`src/hdl/sle_pkg.sv`:
```
// ----------------------------------------------------------------------------
// sle_pkg
// Types and codes shared by the list engine's controller, datapath and top.
// ----------------------------------------------------------------------------
package sle_pkg;

    typedef enum logic [1:0] {
        CMD_INSERT = 2'd0,
        CMD_DELETE = 2'd1,
        CMD_LOCATE = 2'd2,
        CMD_GET    = 2'd3
    } t_cmd;

    typedef enum logic [1:0] {
        ST_OK    = 2'd0,
        ST_RANGE = 2'd1,
        ST_FULL  = 2'd2
    } t_status;

    typedef enum logic [1:0] {
        PTR_ZERO   = 2'd0,
        PTR_POS_M1 = 2'd1,
        PTR_CNT_M1 = 2'd2
    } t_ptr_sel;

    typedef struct packed {
        t_cmd               cmd;
        logic        [7:0]  position;
        logic signed [31:0] value;
    } t_in_item;

    typedef struct packed {
        t_status            status;
        logic signed [31:0] data;
        logic        [7:0]  found_at;
        logic        [7:0]  length;
    } t_out_item;

    // Commands from the controller to the datapath.
    typedef struct packed {
        logic     load;
        logic     ptr_load;
        t_ptr_sel ptr_sel;
        logic     ptr_inc;
        logic     ptr_dec;
        logic     rd_en;
        logic     wr_move;
        logic     wr_value;
        logic     cmp_en;
        logic     cap_data;
        logic     cnt_inc;
        logic     cnt_dec;
        logic     set_status;
        t_status  status;
        logic     out_load;
    } t_ctl;

    // Status from the datapath to the controller.
    typedef struct packed {
        t_cmd cmd;
        logic ins_err;
        logic full;
        logic acc_err;
        logic ins_no_move;
        logic del_no_move;
        logic cnt_zero;
        logic at_pos_m1;
        logic at_cnt_m1;
        logic hit;
    } t_sts;

endpackage

```
`src/hdl/sle_dp.sv`:
```
// ----------------------------------------------------------------------------
// sle_dp
// List store, length count, walking pointer and result registers.
// ----------------------------------------------------------------------------
module sle_dp #(
    parameter int CAPACITY = 128
) (
    input  logic              i_clk,
    input  logic              i_rst_n,
    input  sle_pkg::t_ctl     i_ctl,
    input  sle_pkg::t_in_item i_item,
    output sle_pkg::t_sts     o_sts,
    output sle_pkg::t_out_item o_result
);
    import sle_pkg::*;

    localparam int AW   = $clog2(CAPACITY);
    localparam int CW   = $clog2(CAPACITY + 1);
    localparam int CMPW = (CW > 8) ? CW : 8;
    localparam int FW   = (AW + 1 > 8) ? AW + 1 : 8;

    logic signed [31:0] r_mem [CAPACITY];
    logic signed [31:0] r_rd_data;
    logic [CW-1:0]      r_count;
    t_in_item           r_item;
    logic [AW-1:0]      r_ptr;
    logic               r_pend;
    logic [AW-1:0]      r_pend_addr;
    t_status            r_status;
    logic signed [31:0] r_data;
    logic [7:0]         r_found;
    t_out_item          r_out;

    logic [CMPW-1:0]    pos_w;
    logic [CMPW-1:0]    cnt_w;
    logic [CMPW-1:0]    pos_dec;
    logic [CMPW-1:0]    cnt_dec;
    logic [CMPW:0]      cnt_inc;
    logic [AW-1:0]      pos_m1;
    logic [AW-1:0]      cnt_m1;
    logic [FW-1:0]      found_sum;
    logic               wr_en;
    logic [AW-1:0]      wr_addr;
    logic signed [31:0] wr_data;

    always_comb begin
        pos_w     = CMPW'(r_item.position);
        cnt_w     = CMPW'(r_count);
        pos_dec   = pos_w - CMPW'(1);
        cnt_dec   = cnt_w - CMPW'(1);
        cnt_inc   = {1'b0, cnt_w} + (CMPW + 1)'(1);
        pos_m1    = pos_dec[AW-1:0];
        cnt_m1    = cnt_dec[AW-1:0];
        found_sum = FW'(r_pend_addr) + FW'(1);

        o_sts.cmd         = r_item.cmd;
        o_sts.ins_err     = (pos_w == '0) || ({1'b0, pos_w} > cnt_inc);
        o_sts.full        = (cnt_w == CMPW'(CAPACITY));
        o_sts.acc_err     = (pos_w == '0) || (pos_w > cnt_w);
        o_sts.ins_no_move = ({1'b0, pos_w} == cnt_inc);
        o_sts.del_no_move = (pos_w == cnt_w);
        o_sts.cnt_zero    = (cnt_w == '0);
        o_sts.at_pos_m1   = (r_ptr == pos_m1);
        o_sts.at_cnt_m1   = (r_ptr == cnt_m1);
        o_sts.hit         = r_pend && (r_rd_data == r_item.value);

        // A move writes the entry fetched in the previous cycle one place up
        // for an insert and one place down for a delete.
        wr_en   = i_ctl.wr_value || (i_ctl.wr_move && r_pend);
        wr_data = r_rd_data;
        if (i_ctl.wr_value) begin
            wr_addr = pos_m1;
            wr_data = r_item.value;
        end else if (r_item.cmd == CMD_INSERT) begin
            wr_addr = r_pend_addr + AW'(1);
        end else begin
            wr_addr = r_pend_addr - AW'(1);
        end

        o_result = r_out;
    end

    always_ff @(posedge i_clk) begin
        if (i_ctl.rd_en) begin
            r_rd_data <= r_mem[r_ptr];
        end
        if (wr_en) begin
            r_mem[wr_addr] <= wr_data;
        end
    end

    always_ff @(posedge i_clk) begin
        if (!i_rst_n) begin
            r_count <= '0;
            r_pend  <= 1'b0;
        end else begin
            r_pend <= i_ctl.rd_en;
            if (i_ctl.cnt_inc) begin
                r_count <= r_count + CW'(1);
            end else if (i_ctl.cnt_dec) begin
                r_count <= r_count - CW'(1);
            end
        end
    end

    always_ff @(posedge i_clk) begin
        if (i_ctl.load) begin
            r_item   <= i_item;
            r_status <= ST_OK;
            r_data   <= '0;
            r_found  <= '0;
        end
        if (i_ctl.ptr_load) begin
            case (i_ctl.ptr_sel)
                PTR_POS_M1: r_ptr <= pos_m1;
                PTR_CNT_M1: r_ptr <= cnt_m1;
                default:    r_ptr <= '0;
            endcase
        end else if (i_ctl.ptr_inc) begin
            r_ptr <= r_ptr + AW'(1);
        end else if (i_ctl.ptr_dec) begin
            r_ptr <= r_ptr - AW'(1);
        end
        if (i_ctl.rd_en) begin
            r_pend_addr <= r_ptr;
        end
        if (i_ctl.set_status) begin
            r_status <= i_ctl.status;
        end
        if (i_ctl.cap_data) begin
            r_data <= r_rd_data;
        end
        if (i_ctl.cmp_en && o_sts.hit) begin
            r_found <= found_sum[7:0];
        end
        if (i_ctl.out_load) begin
            r_out.status   <= r_status;
            r_out.data     <= r_data;
            r_out.found_at <= r_found;
            r_out.length   <= cnt_w[7:0];
        end
    end

endmodule

```
`src/hdl/sle_ctrl.sv`:
```
// ----------------------------------------------------------------------------
// sle_ctrl
// Sequencer for the list engine: checks each command, walks the store and
// hands the result to the output register.
// ----------------------------------------------------------------------------
module sle_ctrl (
    input  logic          i_clk,
    input  logic          i_rst_n,
    input  logic          i_valid,
    output logic          o_ready,
    output logic          o_valid,
    input  logic          i_ready,
    input  sle_pkg::t_sts i_sts,
    output sle_pkg::t_ctl o_ctl
);
    import sle_pkg::*;

    typedef enum logic [3:0] {
        S_IDLE,
        S_CHECK,
        S_SHIFT_UP,
        S_SHIFT_DN,
        S_DRAIN,
        S_INS_WRITE,
        S_FETCH,
        S_CAPTURE,
        S_SCAN,
        S_SCAN_END,
        S_DONE
    } t_state;

    t_state r_state;
    t_state n_state;
    logic   r_out_valid;
    logic   n_out_valid;

    always_comb begin
        o_ctl       = '0;
        n_state     = r_state;
        n_out_valid = r_out_valid;
        if (r_out_valid && i_ready) begin
            n_out_valid = 1'b0;
        end

        case (r_state)
            S_IDLE: begin
                if (i_valid) begin
                    o_ctl.load = 1'b1;
                    n_state    = S_CHECK;
                end
            end
            S_CHECK: begin
                case (i_sts.cmd)
                    CMD_INSERT: begin
                        if (i_sts.ins_err) begin
                            o_ctl.set_status = 1'b1;
                            o_ctl.status     = ST_RANGE;
                            n_state          = S_DONE;
                        end else if (i_sts.full) begin
                            o_ctl.set_status = 1'b1;
                            o_ctl.status     = ST_FULL;
                            n_state          = S_DONE;
                        end else if (i_sts.ins_no_move) begin
                            n_state = S_INS_WRITE;
                        end else begin
                            o_ctl.ptr_load = 1'b1;
                            o_ctl.ptr_sel  = PTR_CNT_M1;
                            n_state        = S_SHIFT_UP;
                        end
                    end
                    CMD_DELETE, CMD_GET: begin
                        if (i_sts.acc_err) begin
                            o_ctl.set_status = 1'b1;
                            o_ctl.status     = ST_RANGE;
                            n_state          = S_DONE;
                        end else begin
                            o_ctl.ptr_load = 1'b1;
                            o_ctl.ptr_sel  = PTR_POS_M1;
                            n_state        = S_FETCH;
                        end
                    end
                    CMD_LOCATE: begin
                        if (i_sts.cnt_zero) begin
                            n_state = S_DONE;
                        end else begin
                            o_ctl.ptr_load = 1'b1;
                            o_ctl.ptr_sel  = PTR_ZERO;
                            n_state        = S_SCAN;
                        end
                    end
                    default: n_state = S_DONE;
                endcase
            end
            S_SHIFT_UP: begin
                // Fetch one entry and store the one fetched in the previous cycle.
                o_ctl.rd_en   = 1'b1;
                o_ctl.wr_move = 1'b1;
                if (i_sts.at_pos_m1) begin
                    n_state = S_DRAIN;
                end else begin
                    o_ctl.ptr_dec = 1'b1;
                end
            end
            S_SHIFT_DN: begin
                o_ctl.rd_en   = 1'b1;
                o_ctl.wr_move = 1'b1;
                if (i_sts.at_cnt_m1) begin
                    n_state = S_DRAIN;
                end else begin
                    o_ctl.ptr_inc = 1'b1;
                end
            end
            S_DRAIN: begin
                o_ctl.wr_move = 1'b1;
                if (i_sts.cmd == CMD_INSERT) begin
                    n_state = S_INS_WRITE;
                end else begin
                    o_ctl.cnt_dec = 1'b1;
                    n_state       = S_DONE;
                end
            end
            S_INS_WRITE: begin
                o_ctl.wr_value = 1'b1;
                o_ctl.cnt_inc  = 1'b1;
                n_state        = S_DONE;
            end
            S_FETCH: begin
                o_ctl.rd_en   = 1'b1;
                o_ctl.ptr_inc = 1'b1;
                n_state       = S_CAPTURE;
            end
            S_CAPTURE: begin
                o_ctl.cap_data = 1'b1;
                if (i_sts.cmd == CMD_GET) begin
                    n_state = S_DONE;
                end else if (i_sts.del_no_move) begin
                    o_ctl.cnt_dec = 1'b1;
                    n_state       = S_DONE;
                end else begin
                    n_state = S_SHIFT_DN;
                end
            end
            S_SCAN: begin
                // The compare works on the entry fetched in the previous cycle.
                o_ctl.rd_en  = 1'b1;
                o_ctl.cmp_en = 1'b1;
                if (i_sts.hit) begin
                    n_state = S_DONE;
                end else if (i_sts.at_cnt_m1) begin
                    n_state = S_SCAN_END;
                end else begin
                    o_ctl.ptr_inc = 1'b1;
                end
            end
            S_SCAN_END: begin
                o_ctl.cmp_en = 1'b1;
                n_state      = S_DONE;
            end
            S_DONE: begin
                if (!r_out_valid || i_ready) begin
                    o_ctl.out_load = 1'b1;
                    n_out_valid    = 1'b1;
                    n_state        = S_IDLE;
                end
            end
            default: n_state = S_IDLE;
        endcase
    end

    always_ff @(posedge i_clk) begin
        if (!i_rst_n) begin
            r_state     <= S_IDLE;
            r_out_valid <= 1'b0;
        end else begin
            r_state     <= n_state;
            r_out_valid <= n_out_valid;
        end
    end

    assign o_ready = (r_state == S_IDLE);
    assign o_valid = r_out_valid;

endmodule

```
`src/hdl/sequential_list_engine.sv`:
```
// ----------------------------------------------------------------------------
// sequential_list_engine
// Ordered list of signed 32-bit values with insert, delete, locate and get.
//
//   Channel  Direction  Handshake            Payload
//   input    in         i_valid / o_ready    i_data  (cmd, position, value)
//   result   out        o_valid / i_ready    o_data  (status, data, found_at, length)
//
// One command is worked at a time; the store has one read and one write
// port, so one entry is moved or compared per cycle. A result waiting in
// the output register does not block acceptance of the next command, but
// that command waits in its final state until the register is free. The
// synchronous reset clears the length to an empty list.
// ----------------------------------------------------------------------------
module sequential_list_engine #(
    parameter int CAPACITY = 128
) (
    input  logic               i_clk,
    input  logic               i_rst_n,
    input  logic               i_valid,
    output logic               o_ready,
    input  sle_pkg::t_in_item  i_data,
    output logic               o_valid,
    input  logic               i_ready,
    output sle_pkg::t_out_item o_data
);
    import sle_pkg::*;

    t_ctl ctl;
    t_sts sts;

    sle_ctrl u_ctrl (
        .i_clk   (i_clk),
        .i_rst_n (i_rst_n),
        .i_valid (i_valid),
        .o_ready (o_ready),
        .o_valid (o_valid),
        .i_ready (i_ready),
        .i_sts   (sts),
        .o_ctl   (ctl)
    );

    sle_dp #(
        .CAPACITY (CAPACITY)
    ) u_dp (
        .i_clk    (i_clk),
        .i_rst_n  (i_rst_n),
        .i_ctl    (ctl),
        .i_item   (i_data),
        .o_sts    (sts),
        .o_result (o_data)
    );

    // The list never grows past its capacity nor shrinks below empty.
    a_no_grow_when_full: assert property (
        @(posedge i_clk) disable iff (!i_rst_n) ctl.cnt_inc |-> !sts.full
    ) else $error("length incremented on a full list");

    a_no_shrink_when_empty: assert property (
        @(posedge i_clk) disable iff (!i_rst_n) ctl.cnt_dec |-> !sts.cnt_zero
    ) else $error("length decremented on an empty list");

    a_single_write: assert property (
        @(posedge i_clk) disable iff (!i_rst_n) !(ctl.wr_value && ctl.wr_move)
    ) else $error("two store writes requested in one cycle");

    a_busy_after_accept: assert property (
        @(posedge i_clk) disable iff (!i_rst_n) (i_valid && o_ready) |=> !o_ready
    ) else $error("new transaction accepted while one is in progress");

endmodule
```
`config.mk`:
```
export PLATFORM = sky130hd
export DESIGN_NAME = sequential_list_engine
export DESIGN_NICKNAME = d
export VERILOG_FILES = /design/src/hdl/sle_pkg.sv /design/src/hdl/sle_dp.sv /design/src/hdl/sle_ctrl.sv /design/src/hdl/sequential_list_engine.sv
export SDC_FILE = /design/constraint.sdc
export NUM_CORES = 2
export LEC_CHECK = 0
export ABC_AREA = 1
export BUFFER_PORTS_ARGS = -buffer_cell sky130_fd_sc_hd__buf_2
export CORE_UTILIZATION = 40
export DETAILED_ROUTE_END_ITERATION = 10
export PLACE_DENSITY_LB_ADDON = 0.12
export SYNTH_ARGS = -nofsm -noshare
export SYNTH_HDL_FRONTEND = slang
export SYNTH_HIERARCHICAL = 1
export SYNTH_SLANG_ARGS = --single-unit
```
`constraint.sdc`:
```
create_clock -name i_clk -period 8.94 [get_ports i_clk]
set_input_delay 2.235 -clock i_clk [delete_from_list [all_inputs] [get_ports i_clk]]
set_output_delay 2.235 -clock i_clk [all_outputs]
set_load 0.01 [all_outputs]
```
==> results.md <==
* Initial Utilization at 0.403
* CTS resizes at 0
* RePlAce Congestion at 0.852
* Wire per inst at 26.8 um
* Synth top area cells: edfxtp_1 (74%), nand3_1 (12%), nand2_1 (9.5%), buf_2 (1.1%), clkbuf_1 (0.91%)
* Nature of the critical path startpoint: flip-flop
* Final worst setup slack at 3380 ps
* Die width at 659 um
* Max IR drop VDD at 0.323 mV
* PortBufs at 97
* Post-layout net count at 14220
* Layout fillers at 38634
* DRC Markers at 0
* Worst hold path cell count at 0
* Initial DRC Count at roughly 13000
* Setup-failing EPs final at 0
* R2R cell count at 11
* Largest net degree at the start of global routing at 164
* P_leak at 67.3 nW
* Die Footprint at 434000 um2
* CTS Buf Count at 458
* Overflow left after global routing at 0
* CTS tree: yes
* Sink Count at 4290
* Top-count cell post-synth: nand2_1
* Root Driver: clkbuf_16
* Yosys warns at 6
* Number of vias per cell at 5.51
* First-pass GRT wire length at 765 mm
* Post-route ant nets at 0
* Status: completed
* Vert. Die Dim at 659 um
* Worst EP required at approximately 9500 ps
* Vias at 111402
* I/O pin total at 98
* Reg clk slew, reported paths at 60 ps
* Area leader, netlist: edfxtp_1
* Worst r2r dst: u_dp/r_mem[39][24]
* Clk_skew at 91.6 ps
* Worst Setup End Kind: flip-flop
* Psw at 30.5 mW
* Crit Path Class: reg2reg
* Rel. slew slack at 0.169
* Count of different cell masters after synthesis at 46
* P_int at roughly 42 mW
* Initial antenna violation count at 31
* Layout area overhead at 12.6%
* Fin. Hold Viols at 0
* Post CTS Setup Buffer Count at 0
* RSZ-0062 raised after global routing: false
* Max FO, Critical Path at 32
* Crit path arrival time at about 6000 ps
* Synthesized instance count at around 14000
* Final hold slack at 417 ps
* WL final at roughly 540 mm
* Seq cells post-synth at about 4300
* Hold EP: u_dp/o_result[32]
* Worst slew pin tran at 1250 ps
* Post-route setup TNS at 0 ps
* Main flop type after synthesis: edfxtp_1
* Worst min-delay path category: reg2reg
* Floorplan row count at 240
* Mapped Area at 173000 um2
* Htree depth at 5
* Pre-CTS setup slack at 3420 ps
* Clk pwr share at 0.254
* FF-to-FF Start: u_dp/o_sts[9]
* Min Tclk post-route at between 5000 and 6000 ps
* Setup slack, reg-to-reg at 3380 ps
* Clock Path Buffers at 4
* Flop pwr share at 0.363
* Gr usage total at 0.242
* Vias in the first global route at 101982
* Switching share of power at 0.422
* Async set-reset flop share out of synthesis at 0
* Avg Cell Area, Syn at 12.1 um2
* Crit share post-route at 0.621
* Post-synth top area share at 0.743
* Post-DP HPWL at 295 mm
* Hold_buf cts at 0
* Number of flops mapped to enable cells by yosys at 4276
* Fmax at 180 MHz
* Synthesized Nets at 14363
* Sequential area share after synthesis at 0.745
* Power per cell area at 372 nW/um2
* Share of layout cells above drive strength 1 at 0.0799
* DR pass1 iterations at 6
* Final Max Slew Viols at 0
* Max Cap Viol at 0
* Skew-Pair Late Insertion Delay at about 1000 ps
* HP Start: u_dp/r_data[16]
* Core Region at about 430000 um2
* Commonest cells post-synth: nand2_1 (4370), edfxtp_1 (4276), nand3_1 (4077)
* Logic pwr share at 0.384
-- kinds of logic after synthesis --
logic type / count (synthesis) / share of synthesized area
AO/OA/AOI/OAI: 116 / 0.00388
XOR/XNOR: 37 / 0.00188
adder cells (fa/ha/maj): 40 / 0.00298
buffers and inverters: 1088 / 0.0265
flip-flops: 4290 / 0.745
AND/OR/NAND/NOR: 8706 / 0.220
-- state kept, by name, indices dropped and copies added (netlist names) --
name              cells
u_ctrl/r_state        4
u_dp/r_found          8
u_ctrl/o_valid        1
u_dp/r_ptr            7
u_dp/r_data          32
u_dp/o_result        50
u_dp/r_rd_data       32
u_dp/r_pend           1
u_dp/pos_w            8
u_dp/r_status         2
u_dp/r_mem         4096
u_dp/cnt_w            8
u_dp/o_sts            2
u_dp/r_item          32
u_dp/r_pend_addr      7
-- cell usage in the layout, fill, tap and decap left out, drive strengths merged --
cell type,instances
inv,168
a211oi,2
and3,1
diode,14
clkinv,226
o21ai,56
o31ai,1
o22ai,16
or2,7
a311oi,1
o21bai,2
nand3b,5
a21boi,1
dfxtp,14
and2,1
clkinvlp,10
nor4,3
buf,327
bufinv,31
fa,2
ha,38
o221ai,3
nand2,4373
a21o,4
edfxtp,4276
a22o,1
xnor2,8
nand3,4089
a21oi,26
nor2,210
nor3b,1
nor3,11
nand4,5
o211ai,3
xor2,29
clkbuf,574
-- cell type report --
cell class,instances,area (um2),share of cell area
diodes,14,35.0,0.000180
clock buffers,574,11900,0.0614
clock inverters,277,2400,0.0123
inverters,158,638,0.00328
multi-input cells,8899,40800,0.210
flip-flops and latches,4290,129000,0.662
well taps,5687,7120,0.0366
repair buffers,327,2830,0.0145
-- worst max path at each step --
stage,from,to,slack [ps]
6_report,u_dp/o_sts[9],u_dp/r_mem[39][24],3380
5_1_grt,u_dp/o_sts[9],u_dp/r_mem[36][30],3130
4_1_cts,u_dp/o_sts[9],u_dp/r_mem[33][31],3380
3_5_place_dp,u_dp/o_sts[9],u_dp/r_mem[36][7],3420
3_3_place_gp,u_dp/o_sts[9],u_dp/r_mem[36][20],3340
2_1_floorplan,u_ctrl/r_state[2],u_dp/r_mem[0][17],1190
-- power by group through the flow --
stage	sequential [mW]	clock [mW]	combinational (mW)
floorplan	27.3	0	14.7
global placement	26.6	0	27.4
detailed placement	26.6	0	27.6
CTS	26.2	18.7	27.6
global route	26.2	19.4	29.5
finish	26.2	18.3	27.8
-- worst max-delay path, stage by stage, from the launching register on --
cell and delay [ps]:
edfxtp_1 460, nor2_1 340, inv_1 240, ha_1 350, a21oi_1 240, a21oi_1 120, o21ai_0 590, nand2_1 250
inv_1 200, buf_4 240, nand3_1 830, nor2_4 1250
-- stage by stage --
step	area (um2)	cells	total power, mW	utilization
floorplan	173000	14277	42.0	-
global route	194000	20213	75.1	0.454
finish	194000	20226	72.3	0.454
global placement	180000	19361	54.1	0.420
CTS	194000	20212	72.5	0.454
detailed placement	180000	19361	54.2	0.420
-- layer usage --
layer  GRT usage  part of all wire  vias to the layer above
met3      0.0402             0.076                      674
li1            -                 -                    50752
met4      0.0748             0.032                       12
met5           0           0.00013                        -
met1       0.362              0.45                    55899
met2       0.361              0.44                     4065
(Power assumes the default switching activity.)
